==> config.mk <==
export PLATFORM = sky130hd
export DESIGN_NAME = rcci_sqrt_cell
export DESIGN_NICKNAME = d
export VERILOG_FILES = /design/src/hdl/rcci_pkg.sv /design/src/hdl/rcci_sqrt_cell.sv
export SDC_FILE = /design/constraint.sdc
export NUM_CORES = 1
export LEC_CHECK = 0
export BUFFER_PORTS_ARGS = -buffer_cell sky130_fd_sc_hd__buf_2
export CAP_MARGIN = 15
export CORE_AREA = 3 3 244 246
export CTS_BUF_LIST = sky130_fd_sc_hd__clkbuf_8 sky130_fd_sc_hd__clkbuf_16
export DETAILED_ROUTE_END_ITERATION = 10
export DIE_AREA = 0 0 247 249
export SLEW_MARGIN = 20
export SYNTH_ARGS = -nofsm -noshare
export SYNTH_HDL_FRONTEND = slang
export SYNTH_SLANG_ARGS = --single-unit
==> constraint.sdc <==
create_clock -name clk -period 7.4 [get_ports clk]
set_input_delay 0.37 -clock clk [delete_from_list [all_inputs] [get_ports clk]]
set_output_delay 0.37 -clock clk [all_outputs]
set_load 0.01 [all_outputs]
==> src/hdl/rcci_pkg.sv <==
package rcci_pkg;

  // field widths
  localparam int POS_W = 17;
  localparam int DIR_W = 16;
  localparam int LEN_W = 16;
  localparam int THR_W = 31;
  localparam int CFG_W = 31;
  localparam int IDX_W = 2;
  localparam int OUT_W = 23;
  localparam int ST_W  = 2;

  // register indexes
  localparam logic [IDX_W-1:0] REG_RADIUS = 2'd0;
  localparam logic [IDX_W-1:0] REG_HALF   = 2'd1;
  localparam logic [IDX_W-1:0] REG_THRESH = 2'd2;

  localparam logic [LEN_W-1:0] RADIUS_RST = 16'd21750;
  localparam logic [LEN_W-1:0] HALF_RST   = 16'd22000;
  localparam logic [THR_W-1:0] THRESH_RST = 31'd10737;

  // status codes
  localparam logic [ST_W-1:0] ST_OK    = 2'd0;
  localparam logic [ST_W-1:0] ST_MISS  = 2'd1;
  localparam logic [ST_W-1:0] ST_DEGEN = 2'd2;

  // internal widths
  localparam int A_W     = 2 * DIR_W;
  localparam int B_W     = POS_W + DIR_W + 1;
  localparam int C_W     = 2 * POS_W + 1;
  localparam int Q_W     = A_W + C_W - 1;
  localparam int SQ_FRAC = 38;
  localparam int RAD_W   = Q_W + SQ_FRAC;
  localparam int S_W     = RAD_W / 2;
  localparam int REM_W   = S_W + 3;
  localparam int T_FRAC  = 19;
  localparam int NUM_W   = 55;
  localparam int HZ_W    = POS_W + 1;
  localparam int PROD_W  = NUM_W + DIR_W;
  localparam int LIM_W   = HZ_W + A_W + 1;
  localparam int CMP_W   = PROD_W + 1;
  localparam int R_W     = NUM_W + 2;
  localparam int QB      = 24;

  typedef struct packed {
    logic                    valid;
    logic                    axial;
    logic                    miss;
    logic signed [B_W-1:0]   b;
    logic [A_W-1:0]          a;
    logic signed [POS_W-1:0] pz;
    logic signed [DIR_W-1:0] dz;
  } sq_side_t;

  typedef struct packed {
    logic [REM_W-1:0] rem;
    logic [S_W-1:0]   root;
    logic [RAD_W-1:0] rad;
  } sq_data_t;

  typedef struct packed {
    logic [R_W-1:0] rem;
    logic [R_W-1:0] dsh;
    logic [QB-1:0]  quo;
    logic           neg;
  } div_lane_t;

  typedef struct packed {
    logic            valid;
    logic [ST_W-1:0] status;
  } div_side_t;

endpackage

==> src/hdl/rcci_sqrt_cell.sv <==
module rcci_sqrt_cell (
  input  logic               clk,
  input  logic               rst,
  input  rcci_pkg::sq_side_t side_in,
  input  rcci_pkg::sq_data_t data_in,
  output rcci_pkg::sq_side_t side_out,
  output rcci_pkg::sq_data_t data_out
);
  import rcci_pkg::*;

  logic [REM_W-1:0] shifted;
  logic [REM_W-1:0] trial;
  logic             fits;
  sq_data_t         data_next;

  // one root bit per cell, two radicand bits enter the remainder
  always_comb begin
    shifted = {data_in.rem[REM_W-3:0], data_in.rad[RAD_W-1 -: 2]};
    trial = {{(REM_W-S_W-2){1'b0}}, data_in.root, 2'b01};
    fits = shifted >= trial;
    data_next.rem = fits ? shifted - trial : shifted;
    data_next.root = {data_in.root[S_W-2:0], fits};
    data_next.rad = {data_in.rad[RAD_W-3:0], 2'b00};
  end

  always_ff @(posedge clk) begin
    data_out <= data_next;
    side_out <= side_in;
    if (rst) begin
      side_out.valid <= 1'b0;
    end
  end

endmodule

* Yosys cells after proc, flatten, opt, wreduce, memory -nomap -nowiden
Cells that the tools add are included.
** Word-level totals
- Bits in registers :: 311
- Logic and storage cells :: 13
- Output and inout bits :: 313
** Cells by class
- $lt $le $gt $ge :: 1
- Add/subtract/negate cells :: 1
- Multiplexer cells :: 1
** Operator list (number)
- >= comparator 55 x 54 -> 1 bit :: 1
- 2-to-1 mux 55 bit :: 1
- subtractor 55 x 54 -> 55 bit :: 1

* Longest topological paths before layout
- Word-level depth :: 2
- Gate-level depth with buffers :: 14

* Least setup slack after synthesis
OpenSTA, ideal clock, no wires.
- Path type :: in2reg
- Start point :: input data_in[116] in the netlist's numbering
- End point :: register data_out[159] in the netlist's numbering
- Path slack :: 4.179 ns
- Required time :: 7.279 ns
- Cell stages on the path :: 14
- Path buffers :: 2
- Arrival time :: 3.099 ns
- Path through :: inv_1 > ha_1 > buf_6 > and3_1 > and2_0 > a211o_1 > or4b_4 > a21oi_4 > o31a_4 > o21a_4 > o21a_4 > inv_4 > buf_6 > mux2_4
** RTL lines
- start, declared :: RTL line rcci_sqrt_cell.sv:5 : input rcci_pkg::sq_data_t data_in,
- end signal, assigned :: RTL line rcci_sqrt_cell.sv:27 : data_out <= data_next;
- end, declared :: RTL line rcci_sqrt_cell.sv:7 : output rcci_pkg::sq_data_t data_out

==> impl_metrics.py <==
metrics = {
    "synth": {
        "ys_seq_area_frac": 0.584,
        "synth_cell_types": 63,
        "ys_seq_elements": 311,
        "synth_area_sq_mm": 0.0107,
        "yosysWarningCount": 0,
        "synth_edf_count": 0,
        "async_flop_share": 0,
        "postSynthCellCount": 937,
        "syn_area_per_cell_sq_um": 11.4,
        "synthFlopType": "dfxtp_1",
    },
    "sta": {
        "tns_ns": 0,
        "slew_headroom": 0.316,
        "period_share": 0.583,
        "max_clock_freq_mhz": 232,
        "setup_viol": 0,
        "final_hold_viol_count": 0,
        "rsz0062_at_grt": "no",
        "slew_viol_final": 0,
        "worstMarginPinSlew_ns": 1.03,
        "period_needed_ns": 4.32,
    },
    "placement": {
        "dp_hpwl_mm": 43.6,
        "gp_congestion": 0.888,
        "placed_cell_area_sq_mm": 0.0145,
        "port_buffers": 623,
        "place_inst": 2290,
    },
    "clock_network": {
        "cts_buffers": 37,
        "clock-sinks": 311,
        "h-tree-depth": 2,
        "post-cts-setup-buffers": 0,
        "cts_resized": 0,
        "hold_buffers": 255,
        "path_clk_slew_ns": 0.06,
        "ctsRootBufferMaster": "clkbuf_16",
        "cts_tree": "yes",
        "cts.path.max_buffers": 3,
    },
    "grt": {
        "grt_use_total": 0.172,
        "grt_pass1_wl_mm": 76.5,
        "overflow": 0,
        "antenna_found_initial": 14,
        "grt_pass1_vias": 11100,
        "grt_max_degree": 52,
    },
    "setup_path": {
        "critical_path.max_stage_delay_ns": 0.66,
        "crit_required_ns": 7.81,
        "end_kind": "flop",
        "worstPathMaxFanout": 51,
        "cp-start-kind": "input port",
        "timing_worst_setup_path_type": "in2reg",
        "critical_path.top_delay_family": "compound AO/OA/AOI/OAI gates",
        "crit_top_cell": "o21a_4",
        "worstPathArrival_ns": 4.73,
        "path_cells": "dlygate4sd3_1, buf_2, inv_1, ha_1, o211ai_1, a21o_1, a21boi_1, or4b_4, a21oi_4, o31a_4, o21a_4, o21a_4, inv_4, mux2_4",
        "path_buf_inv": 4,
        "cp_slowest_cell": "inv_4",
    },
    "power_and_ir_drop": {
        "pwr_density_cell_mw_per_mm2": 252,
        "p_total_mw": 4.61,
        "p_leak_nw": 8.92,
        "ir_drop_mv": 0.175,
    },
    "drt": {
        "dr_total_vias": 10500,
        "viasPerCell": 4.03,
        "drt_iter0_drc": 514,
        "drt-total-wl_mm": 55.2,
        "drtAntennaViolNets": 0,
        "drt-pass1-iter-count": 5,
        "route.detailed.drc": 0,
        "wl_per_cell_um": 21.1,
    },
    "floorplan": {
        "die_w_um": 247,
        "fp.coreArea_sq_mm": 0.0576,
        "io_pins": 628,
        "die_height_um": 249,
        "rows": 88,
        "initial_utilization": 0.185,
        "die_area_sq_mm": 0.0615,
    },
    "final_layout": {
        "fin_cells": 2616,
        "syn_to_final_growth_pct": 71.9,
        "drive_gt1_frac": 0.405,
        "nets": 2188,
        "fillerInstances": 5846,
        "design_area_sq_mm": 0.0183,
        "post-route-util": 0.318,
    },
    "run": {
        "max-cap-violations": 0,
    },
    "worst_hold_path": {
        "min_path_type": "in2reg",
    },
    "outcome": {
        "status": "complete, no violations",
    },
}
-- placed cells by master, fill, tap and decap left out, drive strengths merged, types with 9 or more instances in the layout --
cell type,instances
a21o,24
a21oi,67
o21ai,29
nor3,9
nand3,16
dfxtp,311
nand2,51
xor2,12
inv,81
buf,623
ha,54
o21a,9
clkbuf,43
clkinv,9
xnor2,37
nand4,20
mux2,49
nor2,39
o21bai,15
dlygate4sd3,255
-- metal layers --
layer / routed length, um / track usage / up-vias
li1: - / - / 4987
met4: 2870 / 0.0829 / 12
met3: 4360 / 0.0516 / 119
met1: 21000 / 0.188 / 4950
met5: 76 / 0 / -
met2: 26900 / 0.300 / 468
-- cells in the mapped netlist, drive strengths merged (10+ instances only) --
cell,n,area share
inv,70,0.025
clkbuf,26,0.0092
o21ai,29,0.014
a21oi,67,0.033
nand3,16,0.0075
nand4,20,0.012
mux2,49,0.069
nand2,51,0.018
ha,54,0.063
buf,10,0.0087
nor2,39,0.014
dfxtp,311,0.58
xor2,12,0.0099
xnor2,37,0.030
o21bai,15,0.011
a21o,24,0.017
-- worst paths after layout --
kind / depth (start not counted) / to / from / slack, ns
hold / removal: 2 / side_out[101] / side_in[101] / 0.06
setup / recovery: 14 / data_out[168] / data_in[105] / 3.08
-- power breakdown --
part / internal, mW / total [mW] / switching (mW)
Combinational: 0.456 / 0.945 / 0.488
Sequential: 1.82 / 1.86 / 0.0457
Clock: 1.04 / 1.80 / 0.764
Total: 3.31 / 4.61 / 1.30
-- registers in the layout, indices dropped and copies added (netlist names) --
register	flops
data_out	209
side_out	102
-- layout make-up --
| class | instances | area [sq um] | share of cell area |
|---|---|---|---|
| Clock buffer | 43 | 1020 | 0.0556 |
| Multi-Input combinational cell | 521 | 3980 | 0.217 |
| Antenna cell | 5 | 12.5 | 0.000683 |
| Clock inverter | 23 | 195 | 0.0106 |
| Timing Repair Buffer | 878 | 5670 | 0.309 |
| Inverter | 70 | 265 | 0.0145 |
| Tap cell | 765 | 957 | 0.0522 |
| Sequential cell | 311 | 6230 | 0.340 |
-- logic make-up (layout without fill, tap and decap cells) --
kind of cell / Yosys count / count (layout) / synth area share
AOI/OAI and AO/OA: 191 / 191 / 0.117
xor gates and xnor gates: 49 / 49 / 0.0403
adders and majority gates: 54 / 54 / 0.0634
buffers and inverters: 106 / 1014 / 0.0427
DFF: 311 / 311 / 0.584
muxes: 54 / 54 / 0.0734
other: 1 / 7 / 0.000352
and+or+nand+nor: 171 / 171 / 0.0785
-- stage by stage --
| stage | setup WS, ns | hold WS, ns |
|---|---|---|
| after floorplan | 4.18 | 0.398 |
| after global placement | 3.00 | 0.474 |
| after detailed placement | 2.98 | 0.474 |
| after CTS | 2.94 | 0.0143 |
| after global routing | 2.75 | 0.0442 |
| final | 3.08 | 0.0580 |
Note: power is estimated with default switching activity, not from simulation.
