==> config.mk <==
export PLATFORM = sky130hd
export DESIGN_NAME = rcci_div_cell
export DESIGN_NICKNAME = d
export VERILOG_FILES = /design/src/hdl/rcci_pkg.sv /design/src/hdl/rcci_div_cell.sv
export SDC_FILE = /design/constraint.sdc
export NUM_CORES = 1
export LEC_CHECK = 0
export ABC_AREA = 1
export BUFFER_PORTS_ARGS = -buffer_cell sky130_fd_sc_hd__buf_2
export CAP_MARGIN = 15
export CORE_AREA = 2 2 221 223
export DETAILED_ROUTE_END_ITERATION = 8
export DIE_AREA = 0 0 223 225
export PLACE_DENSITY = 0.68
export SETUP_SLACK_MARGIN = 0.05
export SLEW_MARGIN = 20
export SYNTH_ARGS = -nofsm -noshare
export SYNTH_HDL_FRONTEND = slang
export SYNTH_SLANG_ARGS = --single-unit
==> constraint.sdc <==
create_clock -name clk -period 1.9 [get_ports clk]
set_input_delay 0 -clock clk [delete_from_list [all_inputs] [get_ports clk]]
set_output_delay 0 -clock clk [all_outputs]
set_load 0.02 [all_outputs]
==> src/hdl/rcci_pkg.sv <==
package rcci_pkg;

  // field widths
  localparam int POS_W = 17;
  localparam int DIR_W = 16;
  localparam int LEN_W = 16;
  localparam int THR_W = 31;
  localparam int CFG_W = 31;
  localparam int IDX_W = 2;
  localparam int OUT_W = 23;
  localparam int ST_W  = 2;

  // register indexes
  localparam logic [IDX_W-1:0] REG_RADIUS = 2'd0;
  localparam logic [IDX_W-1:0] REG_HALF   = 2'd1;
  localparam logic [IDX_W-1:0] REG_THRESH = 2'd2;

  localparam logic [LEN_W-1:0] RADIUS_RST = 16'd21750;
  localparam logic [LEN_W-1:0] HALF_RST   = 16'd22000;
  localparam logic [THR_W-1:0] THRESH_RST = 31'd10737;

  // status codes
  localparam logic [ST_W-1:0] ST_OK    = 2'd0;
  localparam logic [ST_W-1:0] ST_MISS  = 2'd1;
  localparam logic [ST_W-1:0] ST_DEGEN = 2'd2;

  // internal widths
  localparam int A_W     = 2 * DIR_W;
  localparam int B_W     = POS_W + DIR_W + 1;
  localparam int C_W     = 2 * POS_W + 1;
  localparam int Q_W     = A_W + C_W - 1;
  localparam int SQ_FRAC = 38;
  localparam int RAD_W   = Q_W + SQ_FRAC;
  localparam int S_W     = RAD_W / 2;
  localparam int REM_W   = S_W + 3;
  localparam int T_FRAC  = 19;
  localparam int NUM_W   = 55;
  localparam int HZ_W    = POS_W + 1;
  localparam int PROD_W  = NUM_W + DIR_W;
  localparam int LIM_W   = HZ_W + A_W + 1;
  localparam int CMP_W   = PROD_W + 1;
  localparam int R_W     = NUM_W + 2;
  localparam int QB      = 24;

  typedef struct packed {
    logic                    valid;
    logic                    axial;
    logic                    miss;
    logic signed [B_W-1:0]   b;
    logic [A_W-1:0]          a;
    logic signed [POS_W-1:0] pz;
    logic signed [DIR_W-1:0] dz;
  } sq_side_t;

  typedef struct packed {
    logic [REM_W-1:0] rem;
    logic [S_W-1:0]   root;
    logic [RAD_W-1:0] rad;
  } sq_data_t;

  typedef struct packed {
    logic [R_W-1:0] rem;
    logic [R_W-1:0] dsh;
    logic [QB-1:0]  quo;
    logic           neg;
  } div_lane_t;

  typedef struct packed {
    logic            valid;
    logic [ST_W-1:0] status;
  } div_side_t;

endpackage

==> src/hdl/rcci_div_cell.sv <==
module rcci_div_cell (
  input  logic                clk,
  input  logic                rst,
  input  rcci_pkg::div_side_t side_in,
  input  rcci_pkg::div_lane_t ent_in,
  input  rcci_pkg::div_lane_t ext_in,
  output rcci_pkg::div_side_t side_out,
  output rcci_pkg::div_lane_t ent_out,
  output rcci_pkg::div_lane_t ext_out
);
  import rcci_pkg::*;

  // one quotient bit per cell, divisor moves right
  function automatic div_lane_t div_step(div_lane_t l);
    div_lane_t r;
    logic      fits;
    fits = l.rem >= l.dsh;
    r.rem = fits ? l.rem - l.dsh : l.rem;
    r.dsh = l.dsh >> 1;
    r.quo = {l.quo[QB-2:0], fits};
    r.neg = l.neg;
    return r;
  endfunction

  always_ff @(posedge clk) begin
    ent_out <= div_step(ent_in);
    ext_out <= div_step(ext_in);
    side_out <= side_in;
    if (rst) begin
      side_out.valid <= 1'b0;
    end
  end

endmodule

# Word level (Yosys, flattened, before mapping)
# Cells that the tools add are included.
[totals]
regBits = 279
input_bits = 283
output_inout_bits = 281
word_cells = 16
[classes]
addsub = 2
order_cmp = 2
mux = 2
[op_table]
columns = ["cell", "count"]
rows = [
  ["57-bit greater-or-equal comparator", 2],
  ["57-bit two-way mux", 2],
  ["57-bit subtractor", 2],
]

# Depth between registers and ports, before layout
[logic_depth]
word_depth = 2
depth_mapped = 16
mapped_depth_nobuf = 16

# Worst setup path after synthesis
# OpenSTA, ideal clock, no wires.
[synth_timing]
kind = "input -> register"
startpoint = "input port ext_in[28] (netlist name)"
endpoint = "register ext_out[131] (netlist name)"
setup_ps = 113
arrival_time_ps = 1532
required_time_ps = 1787
path_slack_ps = 255
cell_stages = 16
n_path_buf = 2
cell_sequence = "inv_1 ha_1 nand2_1 inv_1 nand2_1 nand2_1 nand2_1 nand3_1 nand2_1 nand3_2 nand2_1 nand3_2 buf_6 buf_6 nand3_1 nand2_1"
[synth_between]
elab_chain_cells = 2
elab_cells_between_ends = 3
classes_between = "add/sub (1); order compare (1); mux (1)"
[synth_lines]
columns = ["element", "line", "text"]
rows = [
  ["start: declaration", "rcci_div_cell.sv:6", "input rcci_pkg::div_lane_t ext_in,"],
  ["57-bit subtractor / 57-bit greater-or-equal comparator (equally long branches)", "rcci_div_cell.sv:18, rcci_div_cell.sv:17", ""],
  ["57-bit two-way mux (*)", "rcci_div_cell.sv:18", "r.rem = fits ? l.rem - l.dsh : l.rem;"],
  ["end signal: assignment", "rcci_div_cell.sv:27", "ext_out <= div_step(ext_in);"],
  ["end: declaration", "rcci_div_cell.sv:9", "output rcci_pkg::div_lane_t ext_out"],
]
# Every way passes the cells marked *; elsewhere a longest branch is shown, timed or not.
# A chain may end at the register's enable or synchronous reset.

# Worst setup path after layout
[layout_timing]
startpoint = "input port ext_in[138] (netlist name)"
endpoint = "register ext_out[107] (netlist name)"
[layout_between]
elab_chain_cells = 2
[layout_lines]
columns = ["element", "line", "text"]
rows = [
  ["57-bit greater-or-equal comparator", "rcci_div_cell.sv:17", "fits = l.rem >= l.dsh;"],
  ["57-bit two-way mux", "rcci_div_cell.sv:18", ""],
]
# No other way between the ends.

==> flow_summary.ini <==
[outcome]
run_status = complete, but fails checks
violations = hold timing

[sta]
timing.final.hold_violations = 27
setup_repair_after_global_routing_missed_its_margin = false
final_worst_path_period_share_pct = 97.22
min_period_ns = 1.847
worst_hold_slack_ns = -0.4041
finalSetupViolations = 0
setup_total_negative_slack_ns = 0
max_freq_ghz = 0.5414
final_max_slew_viol_count = 0

[setup_path]
critical_path_buf_inv_count = 4
critPathMaxFanout = 7
path_common_cell = sky130_fd_sc_hd__clkbuf_16
cells_along_the_critical_path = dlygate4sd3_1 > buf_4 > ha_4 > a21oi_2 > o21ai_1 > a21oi_1 > nand2_1 > a21oi_4 > nand3_4 > clkbuf_16 > clkbuf_16 > o21ai_0
critical_path_arrival_ns = 2.34
worst_setup_path_end_kind = flop
critical_path.slowest_cell = sky130_fd_sc_hd__dlygate4sd3_1
critPathRequiredTime_ns = 2.39
timing.critical_path.from_type = primary input
timing_worst_setup_path_type = primary input to flop
timing.critical_path.slowest_cell_delay_ns = 0.57
cpLargestDelayFamily = buffers and inverters

[routing]
drt_wl_total_mm = 78.76
drt_first_iter_violations = 1406
drt-vias-per-instance = 4.543
route.detailed.drc = 0
drt_pass1_iterations = 6
wl_per_cell_um = 16.04
dr_total_vias = 22300
residual_antenna_violating_net_count_after_detailed_routing = 0

[synthesis]
yosys_warnings = 0
synth.distinct_cells = 35
postSynthRegisterBits = 279
ys_async_sr_fraction_pct = 0
synth_flop_cell = sky130_fd_sc_hd__dfxtp_1
netlist_area_um2 = 17900
synth.avg_cell_area_um2 = 5.959
synth_enable_flop_cells = 0
synth_cells = 3004
seq_area_frac_synth_pct = 31.20

[floorplanning]
fp.coreArea_um2 = 47550
die_area_um2 = 50180
ios = 564
die_h_um = 225
fp.dieW_um = 223
placement_rows = 80
initial_utilization_pct = 37.65

[clocking]
cts_num_sinks = 279
cts_clk_pin_slew_worst_paths_ns = 0.06
cts_tree = built
numCtsBuffers = 30
ctsLongestPathBuffers = 3
cts_max_level = 1
root_buffer = sky130_fd_sc_hd__clkbuf_16

[flow_run]
drv.max_cap_violation_count = 0

[grt]
grt_antenna_before_repair = 10
grt_first_pass_wirelength_mm = 115.0
grt_max_degree = 34
grt-ovfl-total = 0
vias_in_the_first_global_route = 21870
gr-usage-all-layers_pct = 29.23

[final_layout]
final_standard_cell_utilization_of_the_core_pct = 60.44
syn_to_final_growth_pct = 60.53
filler_cell_count = 4388
final_nets = 4665
layout-drive-gt1-share_pct = 25.29

[placed_design]
finalWeightedCongestion = 0.9933
hpwlAfterDp_mm = 59.74
buffers_added_on_ports = 559

[worst_hold_path]
min-delay-path-class = primary input to flop
worst_case_hold_path_end_point = ent_out[25]
min_delay_path_depth = 1
holdCritStartpoint = ent_in[26]

[pwr]
power.leakage_nw = 17.21
pwr_density_nw_per_um2 = 714.0
power.ir.vdd_worst_mv = 0.8448
==> where the power goes <==
part	internal (mW)	switching [mW]
logic	3.35	4.49
clock network	3.43	2.57
registers	6.50	0.187
total	13.3	7.24
==> synthesized netlist by cell type (12+ instances only) <==
master | number | share of area, %
sky130_fd_sc_hd__ha_1 | 114 | 8.0
sky130_fd_sc_hd__inv_2 | 14 | 0.29
sky130_fd_sc_hd__a21oi_1 | 66 | 1.8
sky130_fd_sc_hd__nand2_1 | 1243 | 26
sky130_fd_sc_hd__nand3_1 | 118 | 3.3
sky130_fd_sc_hd__and2_1 | 12 | 0.42
sky130_fd_sc_hd__nand4_1 | 52 | 1.8
sky130_fd_sc_hd__nor3_1 | 22 | 0.62
sky130_fd_sc_hd__o21ai_0 | 31 | 0.87
sky130_fd_sc_hd__nor2_1 | 209 | 4.4
sky130_fd_sc_hd__nand3b_1 | 28 | 1.2
sky130_fd_sc_hd__xor2_1 | 53 | 2.6
sky130_fd_sc_hd__inv_1 | 692 | 15
sky130_fd_sc_hd__dfxtp_1 | 279 | 31
==> registers in the layout (all words and copies together) (netlist names) <==
name      cells
ext_out     138
side_out      3
ent_out     138
==> cells in the final DEF (no fill, tap or decap), types with 9 or more instances in the layout <==
cell / synthesis / layout
sky130_fd_sc_hd__o21ai_1: 8 / 9
sky130_fd_sc_hd__ha_1: 114 / 108
sky130_fd_sc_hd__nor3_1: 22 / 20
sky130_fd_sc_hd__o21ai_0: 31 / 29
sky130_fd_sc_hd__inv_1: 692 / 692
sky130_fd_sc_hd__nand4_1: 52 / 52
sky130_fd_sc_hd__buf_12: 0 / 10
sky130_fd_sc_hd__and2_1: 12 / 12
sky130_fd_sc_hd__a21oi_1: 66 / 61
sky130_fd_sc_hd__nand3_1: 118 / 116
sky130_fd_sc_hd__nor2_1: 209 / 204
sky130_fd_sc_hd__nand2_2: 1 / 10
sky130_fd_sc_hd__inv_2: 14 / 14
sky130_fd_sc_hd__dfxtp_1: 279 / 279
sky130_fd_sc_hd__xor2_1: 53 / 53
sky130_fd_sc_hd__nand2_1: 1243 / 1233
sky130_fd_sc_hd__nand3b_1: 28 / 28
sky130_fd_sc_hd__clkbuf_16: 0 / 38
sky130_fd_sc_hd__buf_4: 8 / 398
sky130_fd_sc_hd__dlygate4sd3_1: 0 / 285
sky130_fd_sc_hd__buf_2: 10 / 556
==> repair_timing <==
action,CTS,global route
endpoints found under the hold margin,277,49
gates resized for setup,0,47
setup buffers,0,4
setup endpoints to repair,0,67
hold buffers,256,31
==> cell type report <==
| class | count | area [um^2] | area share [%] |
|---|---|---|---|
| clock buffer | 43 | 900.9 | 3.135 |
| antenna | 7 | 17.52 | 0.06095 |
| multi-input combinational | 1984 | 9615 | 33.46 |
| clock inverter | 10 | 101.3 | 0.3527 |
| timing repair buffer | 1260 | 9076 | 31.58 |
| tap | 615 | 769.5 | 2.678 |
| inverter | 711 | 2671 | 9.296 |
| sequential | 279 | 5585 | 19.44 |
==> per-layer routing <==
layer	GRT usage (%)	part of all wire, %	vias to the layer above
met1	32.66	39	9922
li1	-	-	11420
met2	54.40	50	752
met4	13.68	5.2	4
met3	4.394	5.7	209
met5	0	0.025	-
==> stage by stage <==
stage                     power, mW  setup WS, ns  cells  cell area (um^2)
after floorplan               10.52        0.2547   3005             17910
after global placement        13.68       -0.2363   4554             24440
after detailed placement      13.71       -0.2634   4554             24440
after CTS                     20.13       0.05153   4863             28000
after global routing          21.52       0.01082   4909             28740
final                         20.52       0.05287   4909             28740
==> worst max path at each step <==
stage	startpoint	end	slack (ns)	cells past startpoint
final	ext_in[138]	ext_out[107]	0.05	12
after global routing	ext_in[138]	ext_out[107]	0.01	12
after CTS	ext_in[135]	ext_out[97]	0.05	12
after detailed placement	ent_in[77]	ent_out[82]	-0.26	15
after global placement	ent_in[77]	ent_out[82]	-0.24	15
after floorplan	ext_in[28]	ext_out[131]	0.25	16
==> kinds of logic (layout without fill, tap and decap cells) <==
family	Yosys count	after routing	synth area share [%]
simple gates	1700	1700	38.45
other cells	1	9	0.02095
buf+inv	742	2024	16.23
flops	279	279	31.20
xor+xnor	58	58	2.838
fa+ha+maj	116	116	8.191
compound gates	108	108	3.068
(Power assumes the default switching activity.)
